`src/hw/rtl/fwhi_pkg.sv`:
```
// Shared types and constants for the filter wheel homing indexer.
package fwhi_pkg;

  localparam int unsigned PosW = 8;
  localparam int unsigned SmpW = 12;
  localparam int unsigned CfgW = 12;

  // Highest filter number on the wheel; home in reverse loads this value.
  localparam logic [PosW-1:0] TopIndex = PosW'(7);
  localparam logic [PosW-1:0] TopHalf  = PosW'(TopIndex / 2);

  localparam logic [SmpW-1:0] HighThrRst = SmpW'(3225);
  localparam logic [SmpW-1:0] LowThrRst  = SmpW'(1000);

  typedef enum logic [1:0] {
    REQ_MOVE   = 2'd0,
    REQ_MOTION = 2'd1,
    REQ_SAMPLE = 2'd2,
    REQ_HOME   = 2'd3
  } req_e;

  typedef enum logic {
    CFG_HIGH_THR = 1'b0,
    CFG_LOW_THR  = 1'b1
  } cfg_idx_e;

  typedef enum logic [2:0] {
    PH_PRECHECK = 3'b001,
    PH_TOHOME   = 3'b010,
    PH_FIND     = 3'b100
  } phase_e;

  typedef struct packed {
    phase_e          phase;
    logic [PosW-1:0] target;
    logic [PosW-1:0] pos;
    logic            armed;
    logic            dir;
    logic            active;
    logic            motor;
  } wheel_st_t;

  typedef struct packed {
    logic [PosW-1:0] position;
    logic            busy_res;
    logic            arrived;
    logic            motor_dir;
    logic            motor_on;
  } result_t;

  localparam int unsigned ResW = $bits(result_t);

endpackage

```
`src/hw/rtl/fwhi_step.sv`:
```
// Next-state and result logic for one request.
module fwhi_step
  import fwhi_pkg::*;
(
  input  req_e            req_i,
  input  logic [PosW-1:0] dest_pos_i,
  input  logic [SmpW-1:0] index_sample_i,
  input  logic [SmpW-1:0] high_thr_i,
  input  logic [SmpW-1:0] low_thr_i,
  input  wheel_st_t       cur_i,
  output wheel_st_t       nxt_o,
  output result_t         res_o
);

  logic [PosW-1:0] pos_step;
  logic            arrived;

  assign pos_step = cur_i.dir ? (cur_i.pos - PosW'(1)) : (cur_i.pos + PosW'(1));

  always_comb begin
    nxt_o   = cur_i;
    arrived = 1'b0;
    unique case (req_i)
      REQ_MOVE: begin
        nxt_o.phase  = PH_PRECHECK;
        nxt_o.dir    = (dest_pos_i > TopHalf);
        nxt_o.target = dest_pos_i;
        nxt_o.armed  = 1'b0;
        nxt_o.active = 1'b1;
      end
      REQ_MOTION: begin
        if (cur_i.active && cur_i.phase == PH_PRECHECK) begin
          nxt_o.phase = PH_TOHOME;
          nxt_o.motor = 1'b1;
        end
      end
      REQ_HOME: begin
        if (cur_i.active && (cur_i.phase == PH_PRECHECK || cur_i.phase == PH_TOHOME)) begin
          nxt_o.pos = cur_i.dir ? TopIndex : '0;
          if (cur_i.target == '0) begin
            nxt_o.active = 1'b0;
            nxt_o.motor  = 1'b0;
            arrived      = 1'b1;
          end else begin
            if (cur_i.phase == PH_PRECHECK) nxt_o.motor = 1'b1;
            nxt_o.phase = PH_FIND;
          end
        end
      end
      REQ_SAMPLE: begin
        if (cur_i.active && cur_i.phase == PH_FIND) begin
          if (cur_i.armed) begin
            if (index_sample_i < low_thr_i) begin
              nxt_o.pos = pos_step;
              if (pos_step == cur_i.target) begin
                nxt_o.active = 1'b0;
                nxt_o.motor  = 1'b0;
                arrived      = 1'b1;
              end else begin
                nxt_o.armed = 1'b0;
              end
            end
          end else if (index_sample_i > high_thr_i) begin
            nxt_o.armed = 1'b1;
          end
        end
      end
      default: ;
    endcase
  end

  assign res_o.position  = nxt_o.pos;
  assign res_o.busy_res  = nxt_o.active;
  assign res_o.arrived   = arrived;
  assign res_o.motor_dir = nxt_o.dir;
  assign res_o.motor_on  = nxt_o.motor;

endmodule

```
`src/hw/rtl/fwhi_outreg.sv`:
```
// Result register with valid flag for the master-side stream.
module fwhi_outreg
  import fwhi_pkg::*;
(
  input  logic    clk_i,
  input  logic    rst_ni,
  input  logic    load_i,
  input  result_t res_i,
  input  logic    tready_i,
  output logic    tvalid_o,
  output result_t res_o
);

  logic    vld_q, vld_d;
  result_t res_q;

  assign vld_d = load_i | (vld_q & ~tready_i);

  always_ff @(posedge clk_i or negedge rst_ni) begin
    if (!rst_ni) begin
      vld_q <= 1'b0;
    end else begin
      vld_q <= vld_d;
    end
  end

  always_ff @(posedge clk_i) begin
    if (load_i) begin
      res_q <= res_i;
    end
  end

  assign tvalid_o = vld_q;
  assign res_o    = res_q;

endmodule

```
`src/hw/rtl/filter_wheel_homing_indexer.sv`:
```
// Top level of the filter wheel homing indexer.
//
// Slave stream s_axis carries requests: tuser holds the request kind (move,
// motion detected, index sample, home event), tdata the destination filter
// and the 12-bit index sensor sample. Every request yields exactly one
// result on m_axis: motor on, direction, arrival flag, busy and the counted
// position, all reflecting the state after that request.
//
// A request passes through the input register, then the result register.
// Throughput is one request per cycle while the receiver does not stall;
// the state update of each request lands in the same cycle its result is
// registered, so the next request sees it without a bubble.
//
// If the receiver stalls, the result register holds and the input register
// takes one more request; s_axis_tready drops only when both are full.
//
// Reset clears the wheel state (idle, motor off, position 0, clockwise) and
// restores the index thresholds to 3225 (arm) and 1000 (count). The cfg port
// writes one threshold at a time; write it only while no request is pending.
module filter_wheel_homing_indexer
  import fwhi_pkg::*;
(
  input  logic            clk_i,
  input  logic            rst_ni,
  // Configuration writes
  input  logic            cfg_we_i,
  input  logic            cfg_idx_i,
  input  logic [CfgW-1:0] cfg_wdata_i,
  // Request stream
  input  logic            s_axis_tvalid,
  output logic            s_axis_tready,
  input  logic [23:0]     s_axis_tdata,   // [7:0] dest_pos, [19:8] index_sample, zero pad
  input  logic [1:0]      s_axis_tuser,   // [1:0] req_type
  // Result stream
  output logic            m_axis_tvalid,
  input  logic            m_axis_tready,
  output logic [15:0]     m_axis_tdata    // [0] motor_on, [1] motor_dir, [2] arrived,
                                          // [3] busy_res, [11:4] position, zero pad
);

  // Threshold registers
  logic [SmpW-1:0] high_thr_q, low_thr_q;

  always_ff @(posedge clk_i or negedge rst_ni) begin
    if (!rst_ni) begin
      high_thr_q <= HighThrRst;
      low_thr_q  <= LowThrRst;
    end else if (cfg_we_i) begin
      unique case (cfg_idx_e'(cfg_idx_i))
        CFG_HIGH_THR: high_thr_q <= cfg_wdata_i;
        CFG_LOW_THR:  low_thr_q  <= cfg_wdata_i;
        default: ;
      endcase
    end
  end

  // Input register
  logic            in_vld_q, in_vld_d;
  req_e            req_q;
  logic [PosW-1:0] dest_q;
  logic [SmpW-1:0] smp_q;
  logic            s_acc, adv, out_vld;

  assign adv           = in_vld_q & (~out_vld | m_axis_tready);
  assign s_axis_tready = ~in_vld_q | adv;
  assign s_acc         = s_axis_tvalid & s_axis_tready;
  assign in_vld_d      = s_acc | (in_vld_q & ~adv);

  always_ff @(posedge clk_i or negedge rst_ni) begin
    if (!rst_ni) begin
      in_vld_q <= 1'b0;
    end else begin
      in_vld_q <= in_vld_d;
    end
  end

  always_ff @(posedge clk_i) begin
    if (s_acc) begin
      req_q  <= req_e'(s_axis_tuser);
      dest_q <= s_axis_tdata[PosW-1:0];
      smp_q  <= s_axis_tdata[PosW +: SmpW];
    end
  end

  // Wheel state, updated when a request moves into the result register
  wheel_st_t st_q, st_d;
  result_t   res_d, res_q;

  always_ff @(posedge clk_i or negedge rst_ni) begin
    if (!rst_ni) begin
      st_q <= '{phase: PH_PRECHECK, target: '0, pos: '0, armed: 1'b0,
                dir: 1'b0, active: 1'b0, motor: 1'b0};
    end else if (adv) begin
      st_q <= st_d;
    end
  end

  fwhi_step u_step (
    .req_i          (req_q),
    .dest_pos_i     (dest_q),
    .index_sample_i (smp_q),
    .high_thr_i     (high_thr_q),
    .low_thr_i      (low_thr_q),
    .cur_i          (st_q),
    .nxt_o          (st_d),
    .res_o          (res_d)
  );

  fwhi_outreg u_outreg (
    .clk_i    (clk_i),
    .rst_ni   (rst_ni),
    .load_i   (adv),
    .res_i    (res_d),
    .tready_i (m_axis_tready),
    .tvalid_o (out_vld),
    .res_o    (res_q)
  );

  assign m_axis_tvalid = out_vld;
  assign m_axis_tdata  = {4'b0000, res_q.position, res_q.busy_res, res_q.arrived,
                          res_q.motor_dir, res_q.motor_on};

endmodule

```
`config.mk`:
```
export PLATFORM = sky130hd
export DESIGN_NAME = filter_wheel_homing_indexer
export DESIGN_NICKNAME = d
export VERILOG_FILES = /design/src/hw/rtl/fwhi_pkg.sv /design/src/hw/rtl/fwhi_step.sv /design/src/hw/rtl/fwhi_outreg.sv /design/src/hw/rtl/filter_wheel_homing_indexer.sv
export SDC_FILE = /design/constraint.sdc
export NUM_CORES = 1
export LEC_CHECK = 0
export BUFFER_PORTS_ARGS = -buffer_cell sky130_fd_sc_hd__clkbuf_2
export CAP_MARGIN = 15
export CORE_MARGIN = 4
export CORE_UTILIZATION = 56
export DETAILED_ROUTE_END_ITERATION = 16
export GPL_TIMING_DRIVEN = 0
export PLACE_DENSITY_LB_ADDON = 0.1
export SYNTH_ARGS = -nofsm -noshare
export SYNTH_HDL_FRONTEND = slang
export SYNTH_SLANG_ARGS = --single-unit
```
`constraint.sdc`:
```
create_clock -name clk_i -period 3.1 [get_ports clk_i]
set_clock_uncertainty 0.05 [all_clocks]
set_input_delay 0.155 -clock clk_i [delete_from_list [all_inputs] [get_ports clk_i]]
set_output_delay 0.155 -clock clk_i [all_outputs]
set_load 0.01 [all_outputs]
```
* Yosys cells after proc, flatten, opt, wreduce, memory -nomap -nowiden *
Cells that the tools add are included.

storage, ports and cells
  register bits after elaboration = 83
  ROM bits = 0
  memories = 0
  logic and storage cells = 94
  memory bits (writable) = 0
  output and inout port bits = 18
  latch bits = 0
  input port bits = 44

cells by class
  equality and inequality tests = 11
  multiplexer cells = 33
  div/mod/pow operators = 0
  add/sub/neg operators = 2
  shift operators = 0
  reductions and logical operators = 13
  magnitude comparators = 3
  bitwise operators = 13
  multipliers = 0

operators by type and width
  cell                                                   count
  2-to-1 mux 8 bit                                       3
  2-to-1 mux 9 bit                                       2
  case mux 8 bit (2 select lines)                        1
  2-to-1 mux 1 bit                                       13
  > comparator 12 bit                                    1
  < comparator 12 bit                                    1
  2-to-1 mux 3 bit                                       4
  2-to-1 mux 2 bit                                       5
  case mux 3 bit (3 select lines)                        1
  adder 8 x 1 -> 8 bit, second input constant            1
  equality test 8 bit                                    1
  > comparator 8 x 2 -> 1 bit, second input constant     1
  logical NOT 8 bit                                      1
  subtractor 8 x 1 -> 8 bit, second input constant       1
  inequality test 2 x 1 -> 1 bit, second input constant  3
  case mux 1 bit (3 select lines)                        2
  AND reduction 2 bit                                    3
  inverter 1 bit                                         5
  AND reduction 5 bit                                    1
  bitwise AND 1 bit                                      4
  equality test 2 bit, second input constant             2
  bitwise OR 1 bit                                       4
  case mux 1 bit (2 select lines)                        2
  equality test 3 x 1 -> 1 bit, second input constant    1
  other kinds (10)                                       12

* Depth between registers and ports, before layout *
Gate-level depths: netlist (run 1).

  depth after elaboration = 8
  mapped depth = 11
  gate-level depth less buffers = 9

* Hierarchy *
From an unflattened synthesis (run 1), not the netlist that was laid out.

unflattened totals
  cells, all modules = 364
  area total of the unflattened synthesis = 4523.1 um2

by module, submodules not included
  module                       area an instance (um2)  instances  sequential area each (um2)  cells an instance
  filter_wheel_homing_indexer  2537.4                  1          1878.1                      134
  fwhi_step                    1589.0                  1          0.0                         215
  fwhi_outreg                  396.6                   1          385.4                       15

* Least setup slack after synthesis (run 1) *
OpenSTA, ideal clock, no wires.

  kind = register to register
  from = register st_q[2] (netlist bit)
  to = register, netlist name u_outreg.res_o[0]
  arrival time = 2312 ps
  buffers on the path = 0
  period minus slack after synthesis = 2616 ps
  data required time = 2796 ps
  cell stages (with the launch flop) = 9
  library setup time = 254 ps
  setup slack = 484 ps
  cells stage by stage = dfrtp_1 > fa_1 > xor2_1 > xor2_1 > a311oi_1 > nand3_1 > nor4_2 > o2111ai_1 > o21a_1

RTL lines
  item                    line                               source
  start, declared         filter_wheel_homing_indexer.sv:86  wheel_st_t st_q, st_d;
  start signal, assigned  filter_wheel_homing_indexer.sv:91  st_q <= '{phase: PH_PRECHECK, target: '0, pos: '0, armed: 1'b0,
  start signal, assigned  filter_wheel_homing_indexer.sv:94  st_q <= st_d;

==> flow_metrics.py, run 1 <==
metrics = {
    "placement": {
        "gp_congestion": 0.881,
        "hpwl_um": 7680,
        "placed_area_um2": 5010,
        "dp.cells": 590,
        "io_buffers": 53,
    },
    "sta": {
        "worst_pin_slew_ps": 1040,
        "final_max_slew_viol_count": 0,
        "post-route-period-util_pct": 96.0,
        "max_slew_margin_pct": 30.4,
        "finalHoldViolCount": 0,
        "fmax_mhz": 336,
        "setup_viol_count_final": 0,
        "rsz0062_at_grt": "no",
        "post-route-min-period_ps": 2980,
    },
    "routing": {
        "vias_per_cell": 5.69,
        "drt_iter0_markers": 177,
        "wl_per_cell_um": 16.4,
        "dr.pass1.iters": 5,
        "drc": 0,
        "postRouteWirelength_um": 10500,
        "vias": 3650,
        "ant_nets": 0,
    },
    "synth": {
        "yosys.area.top_type": "edfxtp_1",
        "synth_area_leaders": "edfxtp_1, dfrtp_1, ha_1",
        "yosys.area.top_type_share_pct": 22.3,
        "yosysUniqueCellTypes": 66,
        "ys_warn_count": 0,
        "ys_seq_elements": 83,
        "synth_edf_count": 34,
        "ys_async_sr_fraction_pct": 59.0,
        "syn_inst": 431,
        "syn_area_um2": 4590,
        "syn_avg_cell_area_um2": 10.6,
        "yosysSeqAreaShare_pct": 49.4,
        "ys.flop_type": "dfrtp_1",
        "synth_common_cells": "nand2_1, dfrtp_1, edfxtp_1, o21ai_0, inv_1",
        "synthMostInstantiatedCell": "nand2_1",
    },
    "critical_path": {
        "critical_path.cell_chain": "fa_1, xor2_2, xor2_1, a311oi_1, nand3_1, nor4_4, nand3_1, o21a_1",
        "cp.required_ps": 3170,
        "cp.arrival_ps": 3050,
        "slowest_delay_ps": 530,
        "r2r_start": "st_q[2]",
        "end_kind": "flip-flop",
        "crit_path_start": "st_q[2]",
        "crit_type": "reg2reg",
        "worstPathMaxFanout": 12,
        "start_kind": "flip-flop",
        "crit_top_cell": "nand3_1",
        "slowest_stage": "dfrtp_2",
    },
    "floorplanning": {
        "dieHeight_um": 98.5,
        "start_util_pct": 58.4,
        "dieWidth_um": 98.5,
        "num_io_pins": 62,
        "die_area_um2": 9700,
        "fp.coreArea_um2": 7850,
        "fp-row-count": 32,
    },
    "power_and_ir_drop": {
        "power.leakage_uw": 0.00235,
        "power_density_nw_per_um2": 597,
        "ir_worst_vdd_mv": 0.384,
    },
    "clock_tree": {
        "cts.sinks": 83,
        "worstSkewPairLatency_ps": 360,
        "htreeDepth": 3,
        "cts_buffer_depth": 2,
        "clk_pin_slew_ps": 90,
        "cts_tree": "yes",
        "cts_root_buf": "clkbuf_8",
        "cts_buffers": 9,
    },
    "layout": {
        "finalInstanceArea_um2": 5570,
        "drive_above_1_share_pct": 23.7,
        "fin_nets": 608,
        "area.growth.synth_to_final_pct": 21.6,
        "layoutNonFillerInstCount": 641,
        "diodes": 0,
    },
    "hold_path": {
        "hold_path.class": "in2reg",
        "min_from": "cfg_wdata_i[10]",
    },
    "status": {
        "status": "finished clean",
    },
    "global_routing": {
        "grt_overflow": 0,
        "antenna_found_initial": 0,
        "grt_max_degree": 27,
        "grt_use_total_pct": 23.0,
        "grt_pass1_wl_um": 18000,
        "grt_pass1_vias": 3664,
    },
    "flow_run": {
        "cap_viol_max_count": 0,
    },
}
-- metal layers --
layer | GRT usage [%] | up-vias | wire length, µm
li1 | - | 1777 | -
met1 | 33.1 | 1734 | 4850
met2 | 35.7 | 126 | 4930
met3 | 5.17 | 13 | 662
met4 | 5.78 | 0 | 96
met5 | 0 | - | 0
-- cell families after synthesis --
| group | share of synthesized area (%) |
|---|---|
| XOR/XNOR | 2.67 |
| other | 0.0818 |
| flip-flops | 49.4 |
| AND/OR/NAND/NOR | 13.2 |
| AO/OA/AOI/OAI | 16.4 |
| multiplexers | 5.16 |
| buffers and inverters | 4.80 |
| adder cells (fa/ha/maj) | 8.35 |
-- sequential cells by signal, indices dropped and copies added (netlist names) --
name               cells
low_thr_q             12
req_q                  2
u_outreg.tvalid_o      1
high_thr_q            12
u_outreg.res_o        12
st_q                  23
smp_q                 12
dest_q                 8
in_vld_q               1
-- through the flow --
| stage | TNS (ps) | setup slack [ps] | hold WS, ps | total power (µW) | util [%] |
|---|---|---|---|---|---|
| after floorplan | 0 | 484 | -191 | 2230 | - |
| after global placement | -32.2 | -22.2 | 282 | 2490 | 63.6 |
| after detailed placement | -131 | -54.7 | 163 | 2530 | 63.8 |
| after CTS | 0 | 2.46 | 4.79 | 3300 | 70.6 |
| after global routing | 0 | 2.44 | 9.20 | 3560 | 71.0 |
| final | 0 | 123 | 15.6 | 3330 | 71.0 |
-- report_power, final --
| part | switching (µW) | internal (µW) |
|---|---|---|
| Combinational | 649 | 484 |
| Clock | 417 | 321 |
| Sequential | 127 | 1330 |
-- repair_timing --
| item | in CTS | in global routing |
|---|---|---|
| setup buffers | 0 | 0 |
| gates resized for setup | 1 | 4 |
| endpoints found under the setup margin | 4 | 5 |
| hold endpoints to repair | 62 | 1 |
| hold buffers | 34 | 1 |
| gates cloned | 0 | 0 |
| pin swaps | 0 | 1 |
-- path summary, 6_finish.rpt --
kind / endpoint / slack (ps) / depth (start not counted)
hold / removal: high_thr_q[10] / 20 / 3
setup reg to reg: u_outreg.res_o[3] / 120 / 8
min in group asynchronous: low_thr_q[0] / 320 / 2
hold reg to reg: st_q[13] / 440 / 1
max in group asynchronous: low_thr_q[8] / 2040 / 3
setup / recovery: u_outreg.res_o[3] / 120 / 8
-- cell type report --
cell class	instances	area, µm²
fillers	610	2270
repair buffers	89	636
clock buffers	10	138
well taps	102	128
plain buffers	20	104
inverters	31	116
clock inverters	6	45.0
flip-flops and latches	83	2260
multi-input cells	300	2140
-- worst max-delay path: cells and delay by family, from the launching register on --
| family | cells | cell delay, ps |
|---|---|---|
| XOR/XNOR | 2 | 380 |
| flip-flops | 1 | 530 |
| adder cells (fa/ha/maj) | 1 | 520 |
| AND/OR/NAND/NOR | 3 | 790 |
| AO/OA/AOI/OAI | 2 | 470 |
-- cell usage in the layout, fill, tap and decap left out, drive strengths merged, types with 5 or more instances in the layout --
master and n:
nand3b 6, nand2 45, edfxtp 34, a21oi 25, nand2b 5, a211oi 5
nor2 23, inv 35, ha 29, buf 12, nor3 6, clkbuf 72
dlygate4sd3 35, mux2 21, xor2 8, dfstp 13, xnor2 6, nand3 6
nor4 8, dfrtp 36, o21ai 36
(Power assumes the default switching activity.)
==> inputs of run 2 (changes only) <==
Settings changed: ABC_AREA from default to 1, SYNTH_HIERARCHICAL from default to 1.
==> run 2 against run 1 <==
Against the previous run: critical path depth grew 3; first-iteration DRC count grew 36%; design area grew 3.4%; final cell count grew 22%; fmax grew 14%; register-to-register slack gained 380 ps; worst setup slack gained 380 ps; largest power group unchanged.
==> flow_metrics.py, run 2 <==
metrics = {
    "status": {
        "status": "finished clean",
    },
    "global_routing": {
        "grt_max_degree": 27,
        "grt_use_total_pct": 23.3,
        "grt_pass1_vias": 4072,
        "antenna_found_initial": 0,
        "grt_overflow": 0,
        "grt_pass1_wl_um": 18500,
    },
    "power_and_ir_drop": {
        "ir_worst_vdd_mv": 0.277,
        "power_density_nw_per_um2": 584,
        "power.leakage_uw": 0.00292,
    },
    "critical_path": {
        "crit_top_cell": "nand2_1",
        "end_kind": "flip-flop",
        "ff2ff_setup_slack_ps": 500,
        "worstPathMaxFanout": 11,
        "start_kind": "flip-flop",
        "slowest_delay_ps": 640,
        "ff2ff_path_depth": 11,
        "r2r_start": "st_q[2]",
        "cp.required_ps": 3170,
        "crit_type": "reg2reg",
        "cp.arrival_ps": 2670,
        "r2r_end": "u_outreg/res_o[3]",
        "slowest_stage": "dfrtp_1",
        "critical_path.cell_chain": "ha_1, or2_4, nand3b_4, nand3_1, nand3_1, nand2_1, nor2_2, nand4_1, nand2_1, nand2_1, buf_4",
    },
    "synth": {
        "yosys.area.top_type": "edfxtp_1",
        "synth_common_cells": "nand2_1, inv_1, nand3_1",
        "synth_edf_count": 34,
        "syn_avg_cell_area_um2": 8.45,
        "ys_warn_count": 6,
        "yosysUniqueCellTypes": 36,
        "ys.flop_type": "dfrtp_1",
        "synthMostInstantiatedCell": "nand2_1",
        "ys_async_sr_fraction_pct": 59.0,
        "yosys.area.top_type_share_pct": 21.4,
        "synth_area_leaders": "edfxtp_1, dfrtp_1, nand2_1",
        "syn_inst": 565,
        "ys_seq_elements": 83,
        "syn_area_um2": 4780,
        "yosysSeqAreaShare_pct": 47.4,
    },
    "floorplanning": {
        "fp.coreArea_um2": 8260,
        "fp-row-count": 33,
        "start_util_pct": 57.8,
        "dieHeight_um": 100,
        "num_io_pins": 62,
        "die_area_um2": 10100,
        "dieWidth_um": 100,
    },
    "layout": {
        "fin_nets": 743,
        "layoutNonFillerInstCount": 779,
        "fillers": 692,
        "drive_above_1_share_pct": 19.6,
        "final_cell_mix": "nand2_1, inv_1, clkbuf_2, nand3_1",
        "final_common_cell": "nand2_1",
        "area.growth.synth_to_final_pct": 20.7,
        "top_register": "st_q",
        "diodes": 0,
        "largest_register_ff_count": 23,
    },
    "placement": {
        "io_buffers": 53,
        "hpwl_um": 7990,
        "dp_slack_ps": 525,
        "gp_congestion": 0.906,
        "dp.cells": 727,
    },
    "routing": {
        "vias": 4065,
        "dr.pass1.iters": 5,
        "wl_per_cell_um": 14.0,
        "drc": 0,
        "vias_per_cell": 5.22,
        "postRouteWirelength_um": 10900,
        "drt_iter0_markers": 240,
        "ant_nets": 0,
    },
    "clock_tree": {
        "cts.sinks": 83,
        "cts_buffer_depth": 2,
        "clk_pin_slew_ps": 100,
        "worstSkewPairLatency_ps": 350,
        "cts_tree": "yes",
        "cts_root_buf": "clkbuf_8",
        "post_cts_buffers": 0,
        "cts_resized": 0,
        "htreeDepth": 3,
        "cts_buffers": 9,
    },
    "sta": {
        "max_slew_margin_pct": 37.1,
        "worst_pin_slew_ps": 943,
        "final_max_slew_viol_count": 0,
        "setup_ws_ps": 500,
        "post-route-period-util_pct": 83.9,
        "finalHoldViolCount": 0,
        "setup_viol_count_final": 0,
        "fmax_mhz": 385,
        "rsz0062_at_grt": "no",
        "post-route-min-period_ps": 2600,
        "tns_ps": 0,
    },
    "hold_path": {
        "holdPathStages": 4,
        "hold_path.class": "in2reg",
        "holdPathEnd": "u_outreg/tvalid_o",
        "min_from": "m_axis_tready",
    },
    "flow_run": {
        "cap_viol_max_count": 0,
    },
}
run 2: kinds of logic after synthesis:
logic type	share of synthesized area (%)
AOI/OAI and AO/OA	9.09
xor gates and xnor gates	0.734
adders and majority gates	8.02
buffers and inverters	10.9
DFF	47.4
other	0.0785
and+or+nand+nor	23.8
run 2: report_power, final:
group / switching, µW / total (µW) / internal (µW)
clock network: 408 / 786 / 378
logic: 643 / 1100 / 453
registers: 148 / 1490 / 1340
run 2: per-layer routing:
| layer | vias up | wire length [µm] | track usage [%] |
|---|---|---|---|
| met2 | 118 | 5790 | 42.7 |
| met1 | 1886 | 4290 | 27.1 |
| li1 | 2037 | - | - |
| met4 | 0 | 288 | 8.70 |
| met5 | - | 0 | 0 |
| met3 | 24 | 570 | 3.89 |
run 2: final cells by class:
type	count	area (µm²)	area share, %
inverters	80	300	5.21
repair buffers	90	646	11.2
multi-input cells	375	2000	34.7
flip-flops and latches	83	2260	39.3
plain buffers	30	221	3.84
well taps	105	131	2.28
clock inverters	7	77.6	1.35
clock buffers	9	124	2.15
run 2: how the worst max path moves through the flow:
stage | end | slack, ps | startpoint | cells after the start
floorplan | u_outreg/res_o[3] | 840 | st_q[2] | 12
global placement | u_outreg/res_o[3] | 550 | st_q[2] | 11
detailed placement | u_outreg/res_o[3] | 520 | st_q[2] | 11
CTS | u_outreg/res_o[3] | 510 | st_q[2] | 11
global route | u_outreg/res_o[3] | 210 | st_q[2] | 12
finish | u_outreg/res_o[3] | 500 | st_q[2] | 11
run 2: what timing repair did:
action | CTS | global route
hold endpoints to repair | 58 | 0
hold buffers | 36 | 0
setup endpoints to repair | 0 | 0
run 2: worst max-delay path: cells and delay by family, from the launching register on:
kind / cells / cell delay (ps)
and+or+nand+nor: 9 / 1160
DFF: 1 / 640
buffers and inverters: 1 / 140
adders and majority gates: 1 / 370
run 2: metrics by stage:
stage          cell area, µm²  utilization, %  total power (µW)  hold WS [ps]
6_report                 5770            69.8              3370          32.3
5_1_grt                  5770            69.8              3620          38.9
4_1_cts                  5770            69.8              3390          7.82
3_5_place_dp             5200            63.0              2560           155
3_3_place_gp             5180            62.8              2520           282
2_1_floorplan            4790               -              2270          -191
